===== config.mk =====
export PLATFORM = sky130hd
export DESIGN_NAME = alarm_table_matcher
export DESIGN_NICKNAME = d
export VERILOG_FILES = /design/src/rtl/core/atm_pkg.sv /design/src/rtl/core/alarm_table_matcher.sv /design/src/rtl/core/atm_ctrl.sv /design/src/rtl/core/atm_datapath.sv
export SDC_FILE = /design/constraint.sdc
export NUM_CORES = 1
export LEC_CHECK = 0
export BUFFER_PORTS_ARGS = -buffer_cell sky130_fd_sc_hd__buf_2
export CAP_MARGIN = 5
export CORE_MARGIN = 2
export CORE_UTILIZATION = 62
export DETAILED_ROUTE_END_ITERATION = 10
export PLACE_DENSITY = 0.8
export SLEW_MARGIN = 10
export SYNTH_ARGS = -nofsm -noshare
export SYNTH_HDL_FRONTEND = slang
export SYNTH_HIERARCHICAL = 1
export SYNTH_SLANG_ARGS = --single-unit

===== constraint.sdc =====
create_clock -name clk -period 4.34 [get_ports clk]
set_input_delay 0.217 -clock clk [delete_from_list [all_inputs] [get_ports clk]]
set_output_delay 0.217 -clock clk [all_outputs]
set_load 0.05 [all_outputs]

===== src/rtl/core/atm_pkg.sv =====
package atm_pkg;

  localparam int NUM_ALARMS  = 8;
  localparam int IDX_W       = (NUM_ALARMS > 1) ? $clog2(NUM_ALARMS) : 1;

  localparam int HOUR_W      = 5;
  localparam int MINUTE_W    = 6;
  localparam int MASK_W      = 7;
  localparam int WDAY_W      = 3;
  localparam int ENTRY_W     = 3;
  localparam int MOD_W       = 11;
  localparam int DELAY_W     = 11;
  localparam int SUM_W       = 12;

  localparam int MIN_PER_HOUR = 60;
  localparam int MIN_PER_DAY  = 24 * 60;
  localparam int DELAY_RESET  = 9;

  // floor(x / 60) == (x * 1093) >> 16 for every x below one day
  localparam int RECIP_60     = 1093;
  localparam int RECIP_SHIFT  = 16;
  localparam int PROD_W       = MOD_W + 11;

  typedef enum logic [1:0] {
    OP_TICK  = 2'd0,
    OP_WRITE = 2'd1,
    OP_ARM   = 2'd2,
    OP_CLEAR = 2'd3
  } opcode_t;

  typedef enum logic [1:0] {
    FIRE_NONE   = 2'd0,
    FIRE_ALARM  = 2'd1,
    FIRE_SNOOZE = 2'd2
  } fire_t;

  typedef struct packed {
    opcode_t               opcode;
    logic [WDAY_W-1:0]     weekday;
    logic [HOUR_W-1:0]     hour;
    logic [MINUTE_W-1:0]   minute;
    logic [ENTRY_W-1:0]    entry_index;
    logic                  entry_enable;
    logic [MASK_W-1:0]     day_mask;
  } item_t;

  typedef struct packed {
    logic                  enable;
    logic [HOUR_W-1:0]     hour;
    logic [MINUTE_W-1:0]   minute;
    logic [MASK_W-1:0]     mask;
  } entry_t;

  // controller to datapath
  typedef struct packed {
    logic load;
    logic fire_snooze;
    logic scan;
    logic write_entry;
    logic snz_sum;
    logic snz_reduce;
    logic snz_hour;
    logic snz_min;
    logic snz_clear;
    logic emit;
  } cmd_t;

  // datapath to controller
  typedef struct packed {
    opcode_t opcode;
    logic    last_hit;
    logic    due;
    logic    scan_hit;
    logic    scan_last;
    logic    sum_ge;
    logic    out_busy;
  } stat_t;

endpackage


===== src/rtl/core/alarm_table_matcher.sv =====
// alarm table matcher
// in channel: one transfer per command. tuser holds the opcode (tick, write
// entry, arm snooze, clear snooze), tdata the time, entry and mask fields.
// out channel: exactly one result transfer per command, in command order.
// cfg channel: writes the snooze delay in minutes, taken only while idle.
// processing from input transfer to result valid:
//   a tick with no scan (same minute or snooze due), write and clear need no
//   further step before the result; a tick that scans the table checks one
//   entry per cycle up to the first hit; arm snooze subtracts one day per
//   cycle while the sum is a day or more, then takes an hour and a minute step.
// the controller handles one command at a time and in_tready is high only
// while it is idle.
// the result register holds one finished result, so the next command is
// taken while a result waits; if out_tready stays low the following result
// waits in the controller and in_tready stays low.
// reset (rst_n low, synchronous): all entries disabled and zeroed, snooze
// off, no minute fired yet, snooze delay 9; no result pending.
module alarm_table_matcher (
  input  logic        clk,
  input  logic        rst_n,
  input  logic        in_tvalid,
  output logic        in_tready,
  input  logic [31:0] in_tdata,   // weekday[2:0] hour[7:3] minute[13:8]
                                  // entry_index[16:14] entry_enable[17]
                                  // day_mask[24:18], zero above
  input  logic [1:0]  in_tuser,   // opcode[1:0]
  output logic        out_tvalid,
  input  logic        out_tready,
  output logic [7:0]  out_tdata,  // fired_entry[2:0] snooze_due_now[3]
                                  // snooze_pending[4], zero above
  output logic [1:0]  out_tuser,  // fire_kind[1:0]
  input  logic        cfg_valid,
  output logic        cfg_ready,
  input  logic [10:0] cfg_data    // snooze_delay[10:0]
);
  import atm_pkg::*;

  item_t              in_item;
  cmd_t               cmd;
  stat_t              stat;
  fire_t              out_kind;
  logic [ENTRY_W-1:0] out_entry;
  logic               out_due;
  logic               out_pending;

  // delay writes only while the controller is idle
  assign cfg_ready = in_tready;

  assign in_item = '{opcode:       opcode_t'(in_tuser),
                     weekday:      in_tdata[2:0],
                     hour:         in_tdata[7:3],
                     minute:       in_tdata[13:8],
                     entry_index:  in_tdata[16:14],
                     entry_enable: in_tdata[17],
                     day_mask:     in_tdata[24:18]};

  atm_ctrl u_ctrl (
    .clk      (clk),
    .rst_n    (rst_n),
    .in_valid (in_tvalid),
    .in_ready (in_tready),
    .stat     (stat),
    .cmd      (cmd)
  );

  atm_datapath u_datapath (
    .clk         (clk),
    .rst_n       (rst_n),
    .in_item     (in_item),
    .cfg_we      (cfg_valid && cfg_ready),
    .cfg_data    (cfg_data),
    .cmd         (cmd),
    .stat        (stat),
    .out_ready   (out_tready),
    .out_valid   (out_tvalid),
    .out_kind    (out_kind),
    .out_entry   (out_entry),
    .out_due     (out_due),
    .out_pending (out_pending)
  );

  assign out_tuser = out_kind;
  assign out_tdata = {3'b000, out_pending, out_due, out_entry};

  // one command in flight: no second transfer right after one
  a_one_in_flight: assert property (@(posedge clk) disable iff (!rst_n)
    (in_tvalid && in_tready) |=> !in_tready)
    else $error("input taken while a command is in flight");

  // a snooze can only fire when it was due, and it is gone afterwards
  a_snooze_fire: assert property (@(posedge clk) disable iff (!rst_n)
    (out_tvalid && (out_tuser == FIRE_SNOOZE)) |-> (out_tdata[3] && !out_tdata[4]))
    else $error("snooze fired without being due or left pending");

  // an entry number only comes with a fired alarm
  a_entry_alarm: assert property (@(posedge clk) disable iff (!rst_n)
    (out_tvalid && (out_tdata[2:0] != 3'd0)) |-> (out_tuser == FIRE_ALARM))
    else $error("entry number reported without an alarm");

endmodule


===== src/rtl/core/atm_ctrl.sv =====
module atm_ctrl (
  input  logic           clk,
  input  logic           rst_n,
  input  logic           in_valid,
  output logic           in_ready,
  input  atm_pkg::stat_t stat,
  output atm_pkg::cmd_t  cmd
);
  import atm_pkg::*;

  typedef enum logic [2:0] {
    S_IDLE,
    S_DECODE,
    S_SCAN,
    S_REDUCE,
    S_HOUR,
    S_MIN,
    S_EMIT
  } state_t;

  state_t state_r, state_nxt;
  logic   ready_r, ready_nxt;

  always_comb begin
    state_nxt = state_r;
    ready_nxt = ready_r;
    cmd       = '0;
    case (state_r)
      S_IDLE: begin
        if (in_valid && ready_r) begin
          cmd.load  = 1'b1;
          ready_nxt = 1'b0;
          state_nxt = S_DECODE;
        end
      end
      S_DECODE: begin
        case (stat.opcode)
          OP_TICK: begin
            if (stat.last_hit) begin
              state_nxt = S_EMIT;
            end else if (stat.due) begin
              cmd.fire_snooze = 1'b1;
              state_nxt       = S_EMIT;
            end else begin
              state_nxt = S_SCAN;
            end
          end
          OP_WRITE: begin
            cmd.write_entry = 1'b1;
            state_nxt       = S_EMIT;
          end
          OP_ARM: begin
            cmd.snz_sum = 1'b1;
            state_nxt   = S_REDUCE;
          end
          default: begin
            cmd.snz_clear = 1'b1;
            state_nxt     = S_EMIT;
          end
        endcase
      end
      S_SCAN: begin
        cmd.scan = 1'b1;
        if (stat.scan_hit || stat.scan_last) begin
          state_nxt = S_EMIT;
        end
      end
      S_REDUCE: begin
        // at most two subtractions of a full day
        if (stat.sum_ge) begin
          cmd.snz_reduce = 1'b1;
        end else begin
          state_nxt = S_HOUR;
        end
      end
      S_HOUR: begin
        cmd.snz_hour = 1'b1;
        state_nxt    = S_MIN;
      end
      S_MIN: begin
        cmd.snz_min = 1'b1;
        state_nxt   = S_EMIT;
      end
      S_EMIT: begin
        if (!stat.out_busy) begin
          cmd.emit  = 1'b1;
          ready_nxt = 1'b1;
          state_nxt = S_IDLE;
        end
      end
      default: begin
        state_nxt = S_IDLE;
        ready_nxt = 1'b1;
      end
    endcase
  end

  always_ff @(posedge clk) begin
    if (!rst_n) begin
      state_r <= S_IDLE;
      ready_r <= 1'b1;
    end else begin
      state_r <= state_nxt;
      ready_r <= ready_nxt;
    end
  end

  assign in_ready = ready_r;

endmodule


===== src/rtl/core/atm_datapath.sv =====
module atm_datapath (
  input  logic                          clk,
  input  logic                          rst_n,
  input  atm_pkg::item_t                in_item,
  input  logic                          cfg_we,
  input  logic [atm_pkg::DELAY_W-1:0]   cfg_data,
  input  atm_pkg::cmd_t                 cmd,
  output atm_pkg::stat_t                stat,
  input  logic                          out_ready,
  output logic                          out_valid,
  output atm_pkg::fire_t                out_kind,
  output logic [atm_pkg::ENTRY_W-1:0]   out_entry,
  output logic                          out_due,
  output logic                          out_pending
);
  import atm_pkg::*;

  item_t                 item_r;
  logic                  due_r;
  logic [IDX_W-1:0]      scan_r;
  fire_t                 kind_r;
  logic [ENTRY_W-1:0]    fired_r;
  logic [MOD_W-1:0]      last_min_r;
  logic                  last_valid_r;
  logic                  snz_active_r;
  logic [HOUR_W-1:0]     snz_hour_r;
  logic [MINUTE_W-1:0]   snz_minute_r;
  logic [DELAY_W-1:0]    delay_r;
  logic [SUM_W-1:0]      sum_r;
  entry_t                entry_r [NUM_ALARMS];

  logic                  out_valid_r;
  fire_t                 out_kind_r;
  logic [ENTRY_W-1:0]    out_entry_r;
  logic                  out_due_r;
  logic                  out_pending_r;

  logic [MOD_W-1:0]      hour_ext;
  logic [MOD_W-1:0]      mod_of_day;
  logic                  due_now;
  entry_t                cur;
  logic [MASK_W:0]       mask_shift;
  logic                  day_ok;
  logic                  scan_hit;
  logic [PROD_W-1:0]     prod;
  logic [HOUR_W-1:0]     hour_calc;
  logic [MOD_W-1:0]      min_full;

  // hour*60 + minute, never reduced
  assign hour_ext   = MOD_W'(item_r.hour);
  assign mod_of_day = (hour_ext << 6) - (hour_ext << 2) + MOD_W'(item_r.minute);

  assign due_now = snz_active_r && (in_item.hour == snz_hour_r) &&
                   (in_item.minute == snz_minute_r);

  assign cur        = entry_r[scan_r];
  // weekday seven shifts in the zero on top and selects nothing
  assign mask_shift = {1'b0, cur.mask} >> item_r.weekday;
  assign day_ok     = (cur.mask == '0) || mask_shift[0];
  assign scan_hit   = cur.enable && (cur.hour == item_r.hour) &&
                      (cur.minute == item_r.minute) && day_ok;

  assign prod      = PROD_W'(sum_r[MOD_W-1:0]) * PROD_W'(RECIP_60);
  assign hour_calc = prod[RECIP_SHIFT +: HOUR_W];
  assign min_full  = sum_r[MOD_W-1:0] - MOD_W'(snz_hour_r) * MOD_W'(MIN_PER_HOUR);

  always_comb begin
    stat           = '0;
    stat.opcode    = item_r.opcode;
    stat.last_hit  = last_valid_r && (mod_of_day == last_min_r);
    stat.due       = due_r;
    stat.scan_hit  = scan_hit;
    stat.scan_last = (scan_r == IDX_W'(NUM_ALARMS - 1));
    stat.sum_ge    = (sum_r >= SUM_W'(MIN_PER_DAY));
    stat.out_busy  = out_valid_r && !out_ready;
  end

  always_ff @(posedge clk) begin
    if (cmd.load) begin
      item_r <= in_item;
      due_r  <= due_now;
    end
    if (cmd.snz_sum) begin
      sum_r <= SUM_W'(mod_of_day) + SUM_W'(delay_r);
    end else if (cmd.snz_reduce) begin
      sum_r <= sum_r - SUM_W'(MIN_PER_DAY);
    end
  end

  always_ff @(posedge clk) begin
    if (!rst_n) begin
      scan_r       <= '0;
      kind_r       <= FIRE_NONE;
      fired_r      <= '0;
      last_min_r   <= '0;
      last_valid_r <= 1'b0;
      snz_active_r <= 1'b0;
      snz_hour_r   <= '0;
      snz_minute_r <= '0;
      delay_r      <= DELAY_W'(DELAY_RESET);
      for (int i = 0; i < NUM_ALARMS; i++) begin
        entry_r[i] <= '0;
      end
    end else begin
      if (cfg_we) begin
        delay_r <= cfg_data;
      end
      if (cmd.load) begin
        scan_r  <= '0;
        kind_r  <= FIRE_NONE;
        fired_r <= '0;
      end
      if (cmd.fire_snooze) begin
        last_min_r   <= mod_of_day;
        last_valid_r <= 1'b1;
        snz_active_r <= 1'b0;
        kind_r       <= FIRE_SNOOZE;
      end
      if (cmd.scan) begin
        if (scan_hit) begin
          last_min_r   <= mod_of_day;
          last_valid_r <= 1'b1;
          kind_r       <= FIRE_ALARM;
          fired_r      <= ENTRY_W'(scan_r);
          // one-off entries switch themselves off
          if (cur.mask == '0) begin
            entry_r[scan_r].enable <= 1'b0;
          end
        end else begin
          scan_r <= scan_r + 1'b1;
        end
      end
      if (cmd.write_entry && (int'(item_r.entry_index) < NUM_ALARMS)) begin
        entry_r[IDX_W'(item_r.entry_index)] <= '{enable: item_r.entry_enable,
                                                 hour:   item_r.hour,
                                                 minute: item_r.minute,
                                                 mask:   item_r.day_mask};
      end
      if (cmd.snz_hour) begin
        snz_hour_r <= hour_calc;
      end
      if (cmd.snz_min) begin
        snz_minute_r <= min_full[MINUTE_W-1:0];
        snz_active_r <= 1'b1;
      end
      if (cmd.snz_clear) begin
        snz_active_r <= 1'b0;
      end
    end
  end

  // result register, lets the next item in while a result waits
  always_ff @(posedge clk) begin
    if (!rst_n) begin
      out_valid_r <= 1'b0;
    end else if (cmd.emit) begin
      out_valid_r <= 1'b1;
    end else if (out_ready) begin
      out_valid_r <= 1'b0;
    end
  end

  always_ff @(posedge clk) begin
    if (cmd.emit) begin
      out_kind_r    <= kind_r;
      out_entry_r   <= fired_r;
      out_due_r     <= due_r;
      out_pending_r <= snz_active_r;
    end
  end

  assign out_valid   = out_valid_r;
  assign out_kind    = out_kind_r;
  assign out_entry   = out_entry_r;
  assign out_due     = out_due_r;
  assign out_pending = out_pending_r;

endmodule


**Word level (Yosys, flattened, before mapping)**

Memory sizes are Yosys's and may differ from the RTL's. A register that Yosys moved wholly into a read port is not among the register bits.
Cells that the tools add are included.

- Output and inout bits: 13
- Memories: 1
- RAM bits: 152
- Bits of input ports: 50
- Memory bits (read-only): 0
- Latch bits: 0
- Logic and storage cells: 148
- Register bits: 95

Memories:

| memory | words | width | rd ports | clocked after memory_dff | write ports | line | text |
|---|---|---|---|---|---|---|---|
| u_datapath.entry_r | 8 | 19 | 1 | 1 | 8 | atm_datapath.sv:30 | `entry_t entry_r [NUM_ALARMS];` |

- Bitwise logic cells: 2
- Order comparisons: 1
- Divide/modulo/power cells: 0
- Reductions and logical operators: 25
- Muxes and demuxes: 67
- Equality and inequality tests: 18
- Add/subtract/negate cells: 6
- Multiply operators: 2
- Shifts and indexed selects: 1

Operators by type and width:

| cell | number |
|---|---|
| two-way mux 3 bit | 15 |
| two-way mux 19 bit | 2 |
| OR reduction 19 bit | 2 |
| two-way mux 1 bit | 35 |
| two-way mux 11 bit | 3 |
| two-way mux 12 bit | 2 |
| multiplier 11 x 11 -> 21 bit (second input constant) | 1 |
| case mux 3 bit (7 select lines) | 1 |
| two-way mux 2 bit | 7 |
| adder 11 x 11 -> 12 bit | 1 |
| equality test 3 bit (second input constant) | 4 |
| equality test 6 bit | 2 |
| >= comparator 12 x 11 -> 1 bit (second input constant) | 1 |
| subtractor 12 x 11 -> 12 bit (second input constant) | 1 |
| adder 11 x 6 -> 11 bit | 1 |
| equality test 11 bit | 1 |
| subtractor 11 x 7 -> 11 bit | 1 |
| equality test 5 bit | 2 |
| logical AND 1 bit | 9 |
| zero test 7 bit | 1 |
| >> shifter 7 x 3 -> 1 bit | 1 |
| equality test 3 x 2 -> 1 bit (second input constant) | 2 |
| case mux 3 bit (2 select lines) | 1 |
| nonzero test 2 bit | 3 |
| 19 further kinds | 23 |

**Logic depth before layout (Yosys ltp)**

- Depth in word-level cells: 11
- Gate-level depth with buffers: 17
- Gate-level depth less buffers: 15

**By module**

Netlist, hierarchy kept.

Modules (own cells, without submodules):

| module | cells an instance | times used | area an instance (µm²) | sequential area each (µm²) |
|---|---|---|---|---|
| atm_datapath | 1064 | 1 | 13012.5 | 6856.6 |
| atm_ctrl | 45 | 1 | 349.1 | 80.1 |
| alarm_table_matcher | 8 | 1 | 55.1 | 0.0 |

**Worst setup path after synthesis**

No wires, ideal clock.

- Path kind: flip-flop to flip-flop
- Start: reg u_datapath.sum_r[6]
- End: reg u_datapath.snz_hour_r[4]
- Cell stages (with the launch flop): 16
- Setup time: 0.064 ns
- Data arrival time: 3.794 ns
- Data required time: 4.276 ns
- Setup slack: 0.482 ns
- Path buffers: 0
- Period minus slack after synthesis: 3.858 ns
- Cells stage by stage: edfxtp_1 > ha_1 > inv_1 > fa_1 > inv_1 > ha_1 > ha_1 > ha_1 > a21o_1 > a221o_1 > a21oi_1 > o31ai_1 > a211oi_1 > nor2_1 > or4_1 > nand4_1

- Word-level cells in the longest chain between the ends: 1

RTL lines:

| item | line | text |
|---|---|---|
| start, declared | atm_datapath.sv:29 | `logic [SUM_W-1:0] sum_r;` |
| start signal, assigned | atm_datapath.sv:84 | `sum_r <= SUM_W'(mod_of_day) + SUM_W'(delay_r);` |
| start signal, assigned | atm_datapath.sv:86 | `sum_r <= sum_r - SUM_W'(MIN_PER_DAY);` |
| multiplier 11 x 11 -> 21 bit | atm_datapath.sv:63 | `assign prod = PROD_W'(sum_r[MOD_W-1:0]) * PROD_W'(RECIP_60);` |
| end signal, assigned | atm_datapath.sv:140 | `snz_hour_r <= hour_calc;` |
| end, declared | atm_datapath.sv:26 | `logic [HOUR_W-1:0] snz_hour_r;` |

Every way passes these cells.
A chain may end at the register's enable or synchronous reset.

**Final worst setup path**

- Start: reg u_datapath.sum_r[2]
- End: reg u_datapath.snz_hour_r[4]

The elaborated chain is that of the path after synthesis.

==> impl_results.md <==
- Bufs and invs on worst path: 2
- Critical path, cell by cell: ha_1 > inv_1 > fa_1 > inv_1 > ha_1 > ha_1 > ha_1 > a21o_1 > a221o_1 > a21oi_2 > o31ai_2 > a211oi_1 > nor2_1 > or4_1 > nand4_1
- Reg power frac: about 44%
- P_int: roughly 4.7 mW
- Critical path's top delay family: adder cells
- Hold WS: roughly 26 ps
- # clock sinks: 247
- Slowest-stage cell, CP: fa_1
- Std-Cell Rows: 53
- Post-route DRC: 0
- Leading cell types in the layout, fill and taps excluded: edfxtp_1, and2_1, ha_1
- Core ar.: 21200 µm²
- Most used flip-flop cell after synthesis: edfxtp_1
- Tightest Pin Transition: 934 ps
- Clock power share: between 30 and 40%
- DR iter-0 viols: about 740
- Dpl cells: ~1400
- Lkg Pwr: between 6 and 7 nW
- Design Power: ~6.6 mW
- Dpl hpwl: roughly 21 mm
- CTS buffer count: 26
- H-tree depth: 1
- Synth unique cells: 80
- CTS tree: yes
- CTS Root Cell: clkbuf_16
- Max Clock Freq: 241 MHz
- Pwr dens: about 430 nW/µm²
- Cells after synthesis: 1117
- Routed WL per cell: roughly 21 µm
- Max cap viols: 0
- Worst Setup Path Type: flip-flop to flip-flop
- CP peak stage delay: slightly above 500 ps
- Clock buffer depth: 3
- Final WL: about 31 mm
- Initial antenna violation count: 1
- Total GRT Usage: between 20% and 30%
- Post-synth EDFFs: between 150 and 200
- Seq/Total Area, Yosys: 51.7%
- Leading area contributor after synthesis: edfxtp_1
- Commonest non-fill, non-tap cell in the layout: edfxtp_1
- Startpoint types: flip-flop
- Most used cell, CP: ha_1
- Worst rel slew slack: a little under two fifths
- Synth Area per Inst: between 10 and 15 µm²
- Port bufs: between 50 and 60
- Clk pin slew, worst setup/hold paths: around 60 ps
- Max Slew Vio Count: 0
- Switching Power: 1.88 mW
- Peak VDD IR: 0.353 mV
- Fillers: approximately 1400
- CP Data Arrival Time: roughly 4600 ps
- GRT overflow: 0
- Clk_skew: between 15 and 20 ps
- Outcome: completed
- Layout overhead on the synthesized area: 14.3%
- Sum Neg Setup Slack: 0 ps
- Vias per inst: around 6
- Worst hold start: out_tready
- Worst EP required: between 4000 and 5000 ps
- CP Launch Point: u_datapath/sum_r[2]
- Count of final hold-check violations: 0
- Unrepaired setup endpoints after global routing: false
- Seq cells post-synth: around 250
- Global-route wire length before repair: about 49 mm
- Final nets: 1356
- Share of cells above drive strength 1: between 10% and 20%
- Cell area after synthesis: approximately 13000 µm²
- Combinational fraction of design power: a little over a fifth
- Die area: 22800 µm²
- R2r startpoint: u_datapath/sum_r[2]
- Largest net degree at the start of global routing: roughly 70
- Crit-path max FO: 5
- Final cell count without fillers: about 1500
- Synth top area cells: edfxtp_1, ha_1, dfxtp_1
- Post-synth ARST share: 0%
- Top-level port count: 63
- Vias: 9153
- Vias in the first global route: ~9300
- Clk Latency, worst-skew pair: 540 ps
- Final setup vio count: 0
- Top cell type's share of synthesized area: around 45%
- Die width: approximately 150 µm
- Starting Density: a little under two thirds
- Final ANT Viol Nets: 0
- Placer congestion estimate: slightly below 0.9
- Die Y: between 150 and 200 µm
- Period Utilization, post-route: between 90% and 100%
- Sw frac: approximately 29%
- Yosys warns: 6
- Drt first pass iters: 8
- Fin crit period: approximately 4100 ps
- CP Capture Type: flip-flop
- Min-delay worst type: primary input to flip-flop
metrics by stage:
step                      util, %  instance area [µm²]  setup WS [ps]
final                        72.5                15300            199
after global routing         72.5                15300           18.9
after CTS                    72.4                15300            103
after detailed placement     66.3                14000            120
after global placement       66.3                14000            244
after floorplan                 -                13400            482
tightest hold or removal path, cell delays in order:
cell and delay, ps:
buf_2 70, nor2b_1 60, o21a_1 160
cell usage after synthesis (all sizes together), types with 3 or more instances:
cell,count
a211oi,6
a21boi,4
a21o,8
a21oi,23
a221oi,5
a22o,4
a22oi,3
and2,112
and3,7
and3b,3
buf,34
clkbuf,36
clkinv,5
dfxtp,48
edfxtp,199
fa,8
ha,82
inv,37
mux2,24
mux2i,55
mux4,12
nand2,61
nand2b,8
nand3,11
nand3b,12
nand4,8
nor2,44
nor2b,23
nor3,55
nor4,11
o211a,6
o211ai,4
o21a,11
o21ai,26
o21bai,14
o221ai,4
o22ai,13
o31ai,4
or3,9
xnor2,36
xor2,12
timing repair:
action,CTS,global route
hold buffers,39,0
hold endpoints to repair,39,0
gates resized for setup,0,2
setup buffers,0,1
setup endpoints to repair,0,2
routing by layer:
metal	up-vias	track usage, %	routed length (µm)
met4	0	7.80	863
met2	400	47.0	14800
met5	-	0	0
li1	4282	-	-
met1	4385	38.4	12800
met3	86	5.96	2710
registers in the layout (all words and copies together) (netlist names), 2 cells and up:
register	flops
u_datapath/item_r	20
u_ctrl/state_r	3
u_datapath/snz_minute_r	6
u_datapath/snz_hour_r	5
u_datapath/out_kind	2
u_datapath/last_min_r	11
u_datapath/out_entry	3
u_datapath/entry_r	152
u_datapath/kind_r	2
u_datapath/delay_r	11
u_datapath/stat	2
u_datapath/hour_ext	5
u_datapath/sum_r	12
u_datapath/fired_r	3
u_datapath/scan_r	3
cell families (layout without fill, tap and decap cells):
logic type,after synthesis,in the layout,synth area share (%)
other,1,4,0.0280
and+or+nand+nor,377,377,15.8
muxes,91,91,8.16
AOI/OAI and AO/OA,151,151,8.13
DFF,247,247,51.7
buffers and inverters,112,229,4.17
adders and majority gates,90,90,8.84
xor gates and xnor gates,48,48,3.13
final cells by class:
type	instances	area, µm²	share of cell area, %
Sequential cell	247	6940	45.2
Multi-Input combinational cell	760	5970	38.9
Timing Repair Buffer	139	1010	6.59
Clock buffer	34	721	4.70
Tap cell	275	344	2.24
Clock inverter	14	189	1.23
Inverter	42	158	1.03
Antenna cell	1	2.50	0.0163
power groups by stage:
| stage | sequential [mW] | combinational (mW) | clock [mW] |
|---|---|---|---|
| 3_5_place_dp | 2.91 | 1.32 | 0 |
| 4_1_cts | 2.86 | 1.36 | 2.37 |
| 6_report | 2.87 | 1.38 | 2.34 |
| 5_1_grt | 2.88 | 1.53 | 2.46 |
| 3_3_place_gp | 2.90 | 1.27 | 0 |
| 2_1_floorplan | 2.84 | 1.03 | 0 |
final timing paths:
path,endpoint,slack (ps),cells after the start
min reg2reg,u_datapath/out_entry[2],420,0
max reg2reg,u_datapath/snz_hour_r[4],200,15
max,u_datapath/snz_hour_r[4],200,15
min,u_datapath/out_valid,30,3
Note: power is estimated with default switching activity, not from simulation.
